==> src/rtl/rdcu_pkg.sv <==
// ============================================================================
// rdcu_pkg
// Shared types and constants of the reaction-diffusion cell update unit.
// ============================================================================
`default_nettype none

package rdcu_pkg;

    // Concentration width and full-scale value
    localparam int unsigned DATA_W = 16;
    localparam logic [DATA_W-1:0] MAX_VAL = 16'hFFFF;

    // Configuration port widths
    localparam int unsigned CFG_IDX_W  = 8;
    localparam int unsigned CFG_DATA_W = 8;
    localparam int unsigned MODE_W     = 2;

    // Register indexes
    localparam logic [CFG_IDX_W-1:0] REG_DIFFUSION_MODE = 8'd0;
    localparam logic [CFG_IDX_W-1:0] REG_REACTION_MODE  = 8'd1;

    // Diffusion stencil codes
    localparam logic [MODE_W-1:0] DIFF_EVEN   = 2'd0;  // /5 and /12 stencils
    localparam logic [MODE_W-1:0] DIFF_CROSS  = 2'd1;  // neighbours only for U
    localparam logic [MODE_W-1:0] DIFF_WEIGHT = 2'd2;  // weighted /8 stencils
    localparam logic [MODE_W-1:0] DIFF_NONE   = 2'd3;  // unused: blur gives zero

    // Reaction gain set codes
    localparam logic [MODE_W-1:0] REACT_G4   = 2'd0;
    localparam logic [MODE_W-1:0] REACT_G3   = 2'd1;
    localparam logic [MODE_W-1:0] REACT_G2   = 2'd2;
    localparam logic [MODE_W-1:0] REACT_NONE = 2'd3;  // unused: no reaction

    // Feed and kill gains (scaled by 2^10)
    localparam logic [4:0] FEED_28 = 5'd28;
    localparam logic [4:0] FEED_27 = 5'd27;
    localparam logic [6:0] KILL_80 = 7'd80;
    localparam int unsigned GAIN_SHIFT = 10;

    // Reciprocal constants: x/5 = (x*DIV5_MULT)>>24 for x < 2^19,
    // y/3 = (y*DIV3_MULT)>>20 for y < 2^18
    localparam logic [21:0] DIV5_MULT  = 22'd3355444;
    localparam int unsigned DIV5_SHIFT = 24;
    localparam logic [19:0] DIV3_MULT  = 20'd349526;
    localparam int unsigned DIV3_SHIFT = 20;

    // Fixed-point fraction bits of the uvv product
    localparam int unsigned FRAC_BITS = 16;

    // Live configuration
    typedef struct packed {
        logic [MODE_W-1:0] diff_mode;
        logic [MODE_W-1:0] react_mode;
    } cfg_t;

endpackage : rdcu_pkg

`default_nettype wire

==> src/rtl/rdcu_blur.sv <==
// ============================================================================
// rdcu_blur
// Two pipeline stages: stencil sums, then the truncating stencil division.
// ============================================================================
`default_nettype none

module rdcu_blur
    import rdcu_pkg::*;
(
    input  wire logic              aclk,
    input  wire logic              aresetn,
    input  wire cfg_t              cfg,
    input  wire logic              s_valid,
    output logic                   s_ready,
    input  wire logic [DATA_W-1:0] s_u_center,
    input  wire logic [DATA_W-1:0] s_u_east,
    input  wire logic [DATA_W-1:0] s_u_west,
    input  wire logic [DATA_W-1:0] s_u_south,
    input  wire logic [DATA_W-1:0] s_u_north,
    input  wire logic [DATA_W-1:0] s_v_center,
    input  wire logic [DATA_W-1:0] s_v_east,
    input  wire logic [DATA_W-1:0] s_v_west,
    input  wire logic [DATA_W-1:0] s_v_south,
    input  wire logic [DATA_W-1:0] s_v_north,
    output logic                   out_valid,
    input  wire logic              out_ready,
    output logic [DATA_W-1:0]      out_bu,
    output logic [DATA_W-1:0]      out_bv
);

    localparam int unsigned SU_W = DATA_W + 3;  // up to 8x full scale
    localparam int unsigned SV_W = DATA_W + 4;  // up to 12x full scale

    logic            s1_valid_reg;
    logic [SU_W-1:0] su_reg, su_next;
    logic [SV_W-1:0] sv_reg, sv_next;
    logic            s2_valid_reg;
    logic [DATA_W-1:0] bu_reg, bu_next;
    logic [DATA_W-1:0] bv_reg, bv_next;
    logic            adv1, adv2;

    logic [SU_W-1:0] u_nbr_sum;
    logic [SV_W-1:0] v_nbr_sum;
    logic [40:0]     q5_prod;
    logic [17:0]     sv_quarter;
    logic [37:0]     q3_prod;

    // Stage enables: a stage moves when it is empty or its successor moves
    assign adv2    = !s2_valid_reg || out_ready;
    assign adv1    = !s1_valid_reg || adv2;
    assign s_ready = adv1;

    // Stage 1: stencil sums
    always_comb begin
        u_nbr_sum = SU_W'(s_u_east) + SU_W'(s_u_west) + SU_W'(s_u_south)
                  + SU_W'(s_u_north);
        v_nbr_sum = SV_W'(s_v_east) + SV_W'(s_v_west) + SV_W'(s_v_south)
                  + SV_W'(s_v_north);
        case (cfg.diff_mode)
            DIFF_EVEN: begin
                su_next = u_nbr_sum + SU_W'(s_u_center);
                sv_next = v_nbr_sum + (SV_W'(s_v_center) << 3);
            end
            DIFF_CROSS: begin
                su_next = u_nbr_sum;
                sv_next = v_nbr_sum + (SV_W'(s_v_center) << 2);
            end
            DIFF_WEIGHT: begin
                su_next = ((SU_W'(s_u_center) + SU_W'(s_u_east) + SU_W'(s_u_west)) << 1)
                        + SU_W'(s_u_south) + SU_W'(s_u_north);
                sv_next = v_nbr_sum + (SV_W'(s_v_center) << 2);
            end
            default: begin
                su_next = '0;
                sv_next = '0;
            end
        endcase
    end

    // Stage 2: divide by 5/12 through reciprocals, or shift by 4/8
    always_comb begin
        q5_prod    = 41'(su_reg) * 41'(DIV5_MULT);
        sv_quarter = sv_reg[SV_W-1:2];
        q3_prod    = 38'(sv_quarter) * 38'(DIV3_MULT);
        case (cfg.diff_mode)
            DIFF_EVEN: begin
                bu_next = q5_prod[DIV5_SHIFT +: DATA_W];
                bv_next = q3_prod[DIV3_SHIFT +: DATA_W];
            end
            DIFF_CROSS: begin
                bu_next = su_reg[2 +: DATA_W];
                bv_next = sv_reg[3 +: DATA_W];
            end
            DIFF_WEIGHT: begin
                bu_next = su_reg[3 +: DATA_W];
                bv_next = sv_reg[3 +: DATA_W];
            end
            default: begin
                bu_next = '0;
                bv_next = '0;
            end
        endcase
    end

    // Valid bits
    always_ff @(posedge aclk) begin
        if (!aresetn) begin
            s1_valid_reg <= 1'b0;
            s2_valid_reg <= 1'b0;
        end else begin
            if (adv1) s1_valid_reg <= s_valid;
            if (adv2) s2_valid_reg <= s1_valid_reg;
        end
    end

    // Payload
    always_ff @(posedge aclk) begin
        if (adv1 && s_valid) begin
            su_reg <= su_next;
            sv_reg <= sv_next;
        end
        if (adv2 && s1_valid_reg) begin
            bu_reg <= bu_next;
            bv_reg <= bv_next;
        end
    end

    assign out_valid = s2_valid_reg;
    assign out_bu    = bu_reg;
    assign out_bv    = bv_reg;

endmodule : rdcu_blur

`default_nettype wire

==> src/rtl/rdcu_reaction.sv <==
// ============================================================================
// rdcu_reaction
// Three pipeline stages: uvv first product and feed/kill terms, uvv second
// product, then gain, update and clamp into the output register.
// ============================================================================
`default_nettype none

module rdcu_reaction
    import rdcu_pkg::*;
(
    input  wire logic              aclk,
    input  wire logic              aresetn,
    input  wire cfg_t              cfg,
    input  wire logic              in_valid,
    output logic                   in_ready,
    input  wire logic [DATA_W-1:0] in_bu,
    input  wire logic [DATA_W-1:0] in_bv,
    output logic                   m_valid,
    input  wire logic              m_ready,
    output logic [DATA_W-1:0]      m_u_next,
    output logic [DATA_W-1:0]      m_v_next
);

    localparam int unsigned P1_W = 2 * DATA_W - 1;  // 15 x 16 bits
    localparam int unsigned FU_W = 11;              // (28*65535)>>10
    localparam int unsigned KV_W = 13;              // (80*65535)>>10
    localparam int unsigned ACC_W = DATA_W + 5;     // signed update range

    // Stage 3
    logic              s3_valid_reg;
    logic [P1_W-1:0]   p1_reg, p1_next;
    logic [DATA_W-1:0] s3_bu_reg, s3_bv_reg;
    logic [FU_W-1:0]   s3_fu_reg, fu_next;
    logic [KV_W-1:0]   s3_kv_reg, kv_next;
    // Stage 4
    logic              s4_valid_reg;
    logic [DATA_W-1:0] uvv_reg, uvv_next;
    logic [DATA_W-1:0] s4_bu_reg, s4_bv_reg;
    logic [FU_W-1:0]   s4_fu_reg;
    logic [KV_W-1:0]   s4_kv_reg;
    // Stage 5 (output)
    logic              out_valid_reg;
    logic [DATA_W-1:0] u_out_reg, u_out_next;
    logic [DATA_W-1:0] v_out_reg, v_out_next;

    logic adv3, adv4, adv5;

    logic [DATA_W-1:0]  u_room;
    logic [4:0]         feed_gain;
    logic [20:0]        feed_prod;
    logic [22:0]        kill_prod;
    logic [P1_W-1:0]    p2_prod;
    logic signed [ACC_W-1:0] du, dv, u_acc, v_acc;

    // Stage enables
    assign adv5     = !out_valid_reg || m_ready;
    assign adv4     = !s4_valid_reg || adv5;
    assign adv3     = !s3_valid_reg || adv4;
    assign in_ready = adv3;

    // Stage 3: (bu>>1)*bv, feed and kill terms
    always_comb begin
        p1_next   = P1_W'(in_bu[DATA_W-1:1]) * P1_W'(in_bv);
        u_room    = MAX_VAL - in_bu;
        feed_gain = (cfg.react_mode == REACT_G3) ? FEED_27 : FEED_28;
        feed_prod = 21'(u_room) * 21'(feed_gain);
        kill_prod = 23'(in_bv) * 23'(KILL_80);
        fu_next   = feed_prod[GAIN_SHIFT +: FU_W];
        kv_next   = kill_prod[GAIN_SHIFT +: KV_W];
    end

    // Stage 4: ((p1>>16)*bv)>>15
    always_comb begin
        p2_prod  = P1_W'(p1_reg[P1_W-1:FRAC_BITS]) * P1_W'(s3_bv_reg);
        uvv_next = p2_prod[FRAC_BITS-1 +: DATA_W];
    end

    // Stage 5: apply gains, update, clamp
    always_comb begin
        du = $signed(ACC_W'(s4_fu_reg)) - $signed(ACC_W'(uvv_reg));
        dv = $signed(ACC_W'(uvv_reg)) - $signed(ACC_W'(s4_kv_reg));
        case (cfg.react_mode)
            REACT_G4: begin
                u_acc = $signed(ACC_W'(s4_bu_reg)) + (du <<< 2);
                v_acc = $signed(ACC_W'(s4_bv_reg)) + (dv <<< 2);
            end
            REACT_G3: begin
                u_acc = $signed(ACC_W'(s4_bu_reg)) + (du <<< 1) + du;
                v_acc = $signed(ACC_W'(s4_bv_reg)) + (dv <<< 1) + dv;
            end
            REACT_G2: begin
                u_acc = $signed(ACC_W'(s4_bu_reg)) + (du <<< 1);
                v_acc = $signed(ACC_W'(s4_bv_reg)) + (dv <<< 1) + dv;
            end
            default: begin
                u_acc = $signed(ACC_W'(s4_bu_reg));
                v_acc = $signed(ACC_W'(s4_bv_reg));
            end
        endcase
        // clamp to 0..full scale
        if (u_acc < 0)                              u_out_next = '0;
        else if (u_acc > $signed(ACC_W'(MAX_VAL)))  u_out_next = MAX_VAL;
        else                                        u_out_next = u_acc[DATA_W-1:0];
        if (v_acc < 0)                              v_out_next = '0;
        else if (v_acc > $signed(ACC_W'(MAX_VAL)))  v_out_next = MAX_VAL;
        else                                        v_out_next = v_acc[DATA_W-1:0];
    end

    // Valid bits
    always_ff @(posedge aclk) begin
        if (!aresetn) begin
            s3_valid_reg  <= 1'b0;
            s4_valid_reg  <= 1'b0;
            out_valid_reg <= 1'b0;
        end else begin
            if (adv3) s3_valid_reg  <= in_valid;
            if (adv4) s4_valid_reg  <= s3_valid_reg;
            if (adv5) out_valid_reg <= s4_valid_reg;
        end
    end

    // Payload
    always_ff @(posedge aclk) begin
        if (adv3 && in_valid) begin
            p1_reg    <= p1_next;
            s3_bu_reg <= in_bu;
            s3_bv_reg <= in_bv;
            s3_fu_reg <= fu_next;
            s3_kv_reg <= kv_next;
        end
        if (adv4 && s3_valid_reg) begin
            uvv_reg   <= uvv_next;
            s4_bu_reg <= s3_bu_reg;
            s4_bv_reg <= s3_bv_reg;
            s4_fu_reg <= s3_fu_reg;
            s4_kv_reg <= s3_kv_reg;
        end
        if (adv5 && s4_valid_reg) begin
            u_out_reg <= u_out_next;
            v_out_reg <= v_out_next;
        end
    end

    assign m_valid  = out_valid_reg;
    assign m_u_next = u_out_reg;
    assign m_v_next = v_out_reg;

    // A held result keeps its value until the transfer
    a_out_hold: assert property (@(posedge aclk) disable iff (!aresetn)
        (m_valid && !m_ready) |=> (m_valid && $stable(m_u_next) && $stable(m_v_next)))
        else $error("result changed while stalled");

    // Backpressure reaches the input only when every stage is full
    a_full_stall: assert property (@(posedge aclk) disable iff (!aresetn)
        !in_ready |-> (s3_valid_reg && s4_valid_reg && out_valid_reg && !m_ready))
        else $error("input stalled with a free stage");

    // uvv can never exceed the blurred V it was formed from
    a_uvv_bound: assert property (@(posedge aclk) disable iff (!aresetn)
        s4_valid_reg |-> (uvv_reg <= s4_bv_reg))
        else $error("uvv above blurred V");

endmodule : rdcu_reaction

`default_nettype wire

==> src/rtl/reaction_diffusion_cell_update_unit.sv <==
// ============================================================================
// reaction_diffusion_cell_update_unit
// Gray-Scott style cell update: five-point blur of U and V, uvv product,
// reaction gains and clamp to 0..65535.
// Pipeline: five register stages; the last is the output register.
// Throughput: one cell per cycle while m_ready holds no result back; each stage
// holds one item and moves on whenever its successor has room, so a stalled
// output fills the stages.
// Reset: synchronous active-low aresetn clears all valid bits and sets both
// mode registers to 0. Configuration writes take effect on the next cycle.
// ============================================================================
`default_nettype none

module reaction_diffusion_cell_update_unit
    import rdcu_pkg::*;
(
    input  wire logic                  aclk,
    input  wire logic                  aresetn,
    // configuration write channel
    input  wire logic                  cfg_valid,
    output logic                       cfg_ready,
    input  wire logic [CFG_IDX_W-1:0]  cfg_index,
    input  wire logic [CFG_DATA_W-1:0] cfg_data,
    // input cells
    input  wire logic                  s_valid,
    output logic                       s_ready,
    input  wire logic [DATA_W-1:0]     s_u_center,
    input  wire logic [DATA_W-1:0]     s_u_east,
    input  wire logic [DATA_W-1:0]     s_u_west,
    input  wire logic [DATA_W-1:0]     s_u_south,
    input  wire logic [DATA_W-1:0]     s_u_north,
    input  wire logic [DATA_W-1:0]     s_v_center,
    input  wire logic [DATA_W-1:0]     s_v_east,
    input  wire logic [DATA_W-1:0]     s_v_west,
    input  wire logic [DATA_W-1:0]     s_v_south,
    input  wire logic [DATA_W-1:0]     s_v_north,
    // results
    output logic                       m_valid,
    input  wire logic                  m_ready,
    output logic [DATA_W-1:0]          m_u_next,
    output logic [DATA_W-1:0]          m_v_next
);

    logic [MODE_W-1:0] diff_mode_reg;
    logic [MODE_W-1:0] react_mode_reg;
    cfg_t              cfg;

    logic              blur_valid;
    logic              blur_ready;
    logic [DATA_W-1:0] blur_u;
    logic [DATA_W-1:0] blur_v;

    // Configuration registers; unknown indexes are dropped
    assign cfg_ready = 1'b1;

    always_ff @(posedge aclk) begin
        if (!aresetn) begin
            diff_mode_reg  <= DIFF_EVEN;
            react_mode_reg <= REACT_G4;
        end else if (cfg_valid && cfg_ready) begin
            case (cfg_index)
                REG_DIFFUSION_MODE: diff_mode_reg  <= cfg_data[MODE_W-1:0];
                REG_REACTION_MODE:  react_mode_reg <= cfg_data[MODE_W-1:0];
                default: ;
            endcase
        end
    end

    assign cfg.diff_mode  = diff_mode_reg;
    assign cfg.react_mode = react_mode_reg;

    // Blur stages
    rdcu_blur u_blur (
        .aclk       (aclk),
        .aresetn    (aresetn),
        .cfg        (cfg),
        .s_valid    (s_valid),
        .s_ready    (s_ready),
        .s_u_center (s_u_center),
        .s_u_east   (s_u_east),
        .s_u_west   (s_u_west),
        .s_u_south  (s_u_south),
        .s_u_north  (s_u_north),
        .s_v_center (s_v_center),
        .s_v_east   (s_v_east),
        .s_v_west   (s_v_west),
        .s_v_south  (s_v_south),
        .s_v_north  (s_v_north),
        .out_valid  (blur_valid),
        .out_ready  (blur_ready),
        .out_bu     (blur_u),
        .out_bv     (blur_v)
    );

    // Reaction stages and output register
    rdcu_reaction u_reaction (
        .aclk     (aclk),
        .aresetn  (aresetn),
        .cfg      (cfg),
        .in_valid (blur_valid),
        .in_ready (blur_ready),
        .in_bu    (blur_u),
        .in_bv    (blur_v),
        .m_valid  (m_valid),
        .m_ready  (m_ready),
        .m_u_next (m_u_next),
        .m_v_next (m_v_next)
    );

endmodule : reaction_diffusion_cell_update_unit

`default_nettype wire
==> config.mk <==
export PLATFORM = sky130hd
export DESIGN_NAME = reaction_diffusion_cell_update_unit
export DESIGN_NICKNAME = d
export VERILOG_FILES = /design/src/rtl/rdcu_pkg.sv /design/src/rtl/rdcu_blur.sv /design/src/rtl/rdcu_reaction.sv /design/src/rtl/reaction_diffusion_cell_update_unit.sv
export SDC_FILE = /design/constraint.sdc
export NUM_CORES = 2
export LEC_CHECK = 0
export ABC_AREA = 0
export BUFFER_PORTS_ARGS = -buffer_cell sky130_fd_sc_hd__clkbuf_2
export CAP_MARGIN = 15
export CORE_ASPECT_RATIO = 0.9
export CORE_UTILIZATION = 65
export DETAILED_ROUTE_END_ITERATION = 10
export PLACE_DENSITY = 0.91
export SLEW_MARGIN = 30
export SYNTH_ARGS = -nofsm -noshare
export SYNTH_HDL_FRONTEND = slang
export SYNTH_SLANG_ARGS = --single-unit
==> constraint.sdc <==
create_clock -name aclk -period 20 [get_ports aclk]
set_input_delay 3 -clock aclk [delete_from_list [all_inputs] [get_ports aclk]]
set_output_delay 3 -clock aclk [all_outputs]
set_load 0.02 [all_outputs]
==> flow_metrics.py <==
metrics = {
    "place": {
        "port_buffers": 208,
        "place.gp.congestion": 0.952,
        "dp_hpwl_um": 96700,
    },
    "sta": {
        "grt_setup_unrepaired": "no",
        "fmax_mhz": 120,
        "period_share_pct": 41.8,
        "post-route-min-period_ps": 8370,
        "final-setup-viol-count": 0,
        "max_slew.worst_pin.slew_ps": 1000,
        "relSlewSlack_pct": 33.1,
        "hold_viol": 0,
        "fin_setup_tns_ps": 0,
        "skew_ps": 13.3,
        "final-max-slew-violation-count": 0,
    },
    "drt": {
        "avgRoutedWirePerCell_um": 18.8,
        "top_layer": "met4",
        "wl_met1_um": 46000,
        "drc": 0,
        "wirelength_um": 121000,
        "dr_wl_met3_um": 10700,
        "via_per_inst": 6.02,
        "drtPass1Iterations": 6,
        "wl_met2_um": 59200,
        "drt_iter0_markers": 3132,
        "via_count": 38900,
        "postRouteAntennaNets": 0,
    },
    "floorplan": {
        "io_pins": 216,
        "num_rows": 95,
        "die_w_um": 294,
        "start_util_pct": 66.3,
        "die_h_um": 265,
        "coreArea_sq_um": 75200,
        "die_area_sq_um": 77800,
    },
    "cts": {
        "cts_buffer_depth": 3,
        "hold_buffers": 0,
        "post_cts_resized": 0,
        "cts.clk_slew.worst_paths_ps": 60,
        "cts_tree": "built",
        "clock_sinks": 253,
        "post_cts_buffers": 0,
        "numCtsBuffers": 29,
        "insertion_delay_ps": 620,
        "htree_levels": 1,
        "cts-root-buf": "clkbuf_16",
    },
    "setup_path": {
        "critPathMaxFanout": 4,
        "required_ps": 20370,
        "crit_slowest_cell": "o41ai_1",
        "crit_arrival_ps": 8740,
        "path_buf_inv": 2,
        "max_stage_delay_ps": 630,
        "path_delay_family": "compound AO/OA/AOI/OAI gates",
        "cp_cell_sequence": "clkbuf_2, ha_1, fa_1, a21o_1, a21oi_1, o21bai_1, a21oi_1, o21bai_1, a21oi_1, nor2b_1, o21a_1, o41ai_1, xor2_1, fa_1, inv_1, ha_1, o41ai_1, xnor2_1, ha_1, o41ai_1, o21ai_0, xor2_1, a22o_1",
        "critPathCaptureType": "register",
        "startpoint_type": "primary input",
        "crit_type": "in -> reg",
    },
    "yosys": {
        "syn_avg_cell_area_sq_um": 9.46,
        "synth-xor-area-share_pct": 4.86,
        "synth-compound-area-share_pct": 11.6,
        "synth_edf_count": 244,
        "ys_types": 99,
        "async_flop_share_pct": 0,
        "yosys.area_share.simple_pct": 11.8,
        "yosysSeqAreaShare_pct": 15.1,
        "synth_top_area_cell": "fa_1",
        "synthAdderAreaFrac_pct": 47.5,
        "synth.top_cells.by_area": "fa_1 (27%), ha_1 (20%), edfxtp_1 (15%), inv_1 (7.9%), xnor2_1 (3.3%)",
        "synth.area.mux_share_pct": 0.228,
        "ys.flop_type": "edfxtp_1",
        "synth_top_family_by_area": "adder cells",
        "syn-instance-count": 5270,
        "synth_area_sq_um": 49900,
        "yosysTopAreaCellShare_pct": 27.5,
        "synth_seq_cells": 253,
        "yosys_warnings": 0,
    },
    "grt": {
        "grt_overflow": 0,
        "grt_max_degree": 73,
        "antenna_found_initial": 0,
        "grt_first_pass_wirelength_um": 201000,
        "grt_pass1_vias": 41600,
        "gr-usage-all-layers_pct": 31.9,
    },
    "layout": {
        "largest_reg_flops": 19,
        "area_growth_pct": 6.05,
        "drive_gt1_share_pct": 6.36,
        "layout.cells.most_common_list": "inv_1 (1053), ha_1 (797), fa_1 (685), nand2_1 (424), nor2_1 (255)",
        "regArea_sq_um": 7510,
        "diodes": 0,
        "multiInputGateArea_sq_um": 38000,
        "mostFrequentLayoutCell": "inv_1",
        "final_nets": 7081,
        "nFillCells": 4997,
    },
    "run_status": {
        "outcome": "finished, final reports clean",
    },
    "job": {
        "drv_cap": 0,
    },
    "min_path": {
        "hold_class": "reg -> reg",
    },
}
## metrics by stage
step	cells	instance area [sq um]	setup slack [ps]	util, %	hold slack [ps]
floorplan	5271	49900	11070	-	400
global placement	6401	52000	11140	69.1	401
detailed placement	6401	52000	11050	69.1	405
CTS	6454	52900	11680	70.2	419
global route	6456	52900	11200	70.3	424
finish	6456	52900	11630	70.3	414
## worst paths after layout
path | start | to | slack, ps | depth (start not counted)
setup / recovery | s_v_east[0] | u_blur.sv_reg[16] | 11630 | 23
hold / removal | u_reaction.s3_kv_reg[6] | u_reaction.s4_kv_reg[6] | 410 | 0
setup reg to reg | u_blur.out_bu[4] | u_reaction.p1_reg[30] | 12540 | 22
hold reg to reg | u_reaction.s3_kv_reg[6] | u_reaction.s4_kv_reg[6] | 410 | 0
## worst register-to-register path, stage by stage (launching register included)
cell      delay [ps]
edfxtp_1        1000
nand2_1          240
fa_1             590
inv_1             50
fa_1             460
fa_1             510
inv_1             50
fa_1             490
fa_1             520
inv_1             70
fa_1             430
ha_1             300
o21ai_0          250
nor2_1           110
a21oi_1          150
o221ai_1         220
a31o_2           350
a22o_1           250
o211a_1          260
o31ai_1          440
o21ba_2          230
o21bai_1          90
xnor2_1          130
## cell families (layout without fill, tap and decap cells)
logic type               after synthesis  after routing
AO/OA/AOI/OAI                        842            842
XOR/XNOR                             277            277
adder cells (fa/ha/maj)             1484           1484
buffers and inverters               1175           1342
flip-flops                           253            253
multiplexers                          11             11
other                                  1              2
AND/OR/NAND/NOR                     1227           1227
## cell usage after synthesis (all sizes together), types with 27 or more instances
| master | count |
|---|---|
| and2 | 201 |
| and3 | 32 |
| ha | 799 |
| nor2b | 49 |
| nand2 | 424 |
| o21bai | 41 |
| nand2b | 34 |
| fa | 685 |
| a222oi | 27 |
| o21ai | 136 |
| o21a | 55 |
| or3 | 29 |
| nand3 | 50 |
| a21o | 82 |
| xnor2 | 190 |
| a21oi | 220 |
| nor3 | 72 |
| inv | 1053 |
| xor2 | 87 |
| edfxtp | 244 |
| nor2 | 256 |
| a22oi | 31 |
| clkbuf | 104 |
## cell type report
type	count	share of cell area, %
clock inverter	20	0.279
clock buffer	33	1.40
timing repair buffer	234	2.37
inverter	1055	7.50
sequential	253	14.2
multi-input combinational	3843	71.9
tap	1018	2.41
## metal layers
| layer | vias to the layer above | track usage (%) |
|---|---|---|
| li1 | 17700 | - |
| met1 | 18900 | 38.9 |
| met3 | 445 | 5.81 |
| met4 | 0 | 13.5 |
| met5 | - | 0 |
| met2 | 1878 | 55.3 |
Power is left out: the tool's default activity adds up to more than one toggle a clock period on the data nets, which glitch-free logic cannot reach.
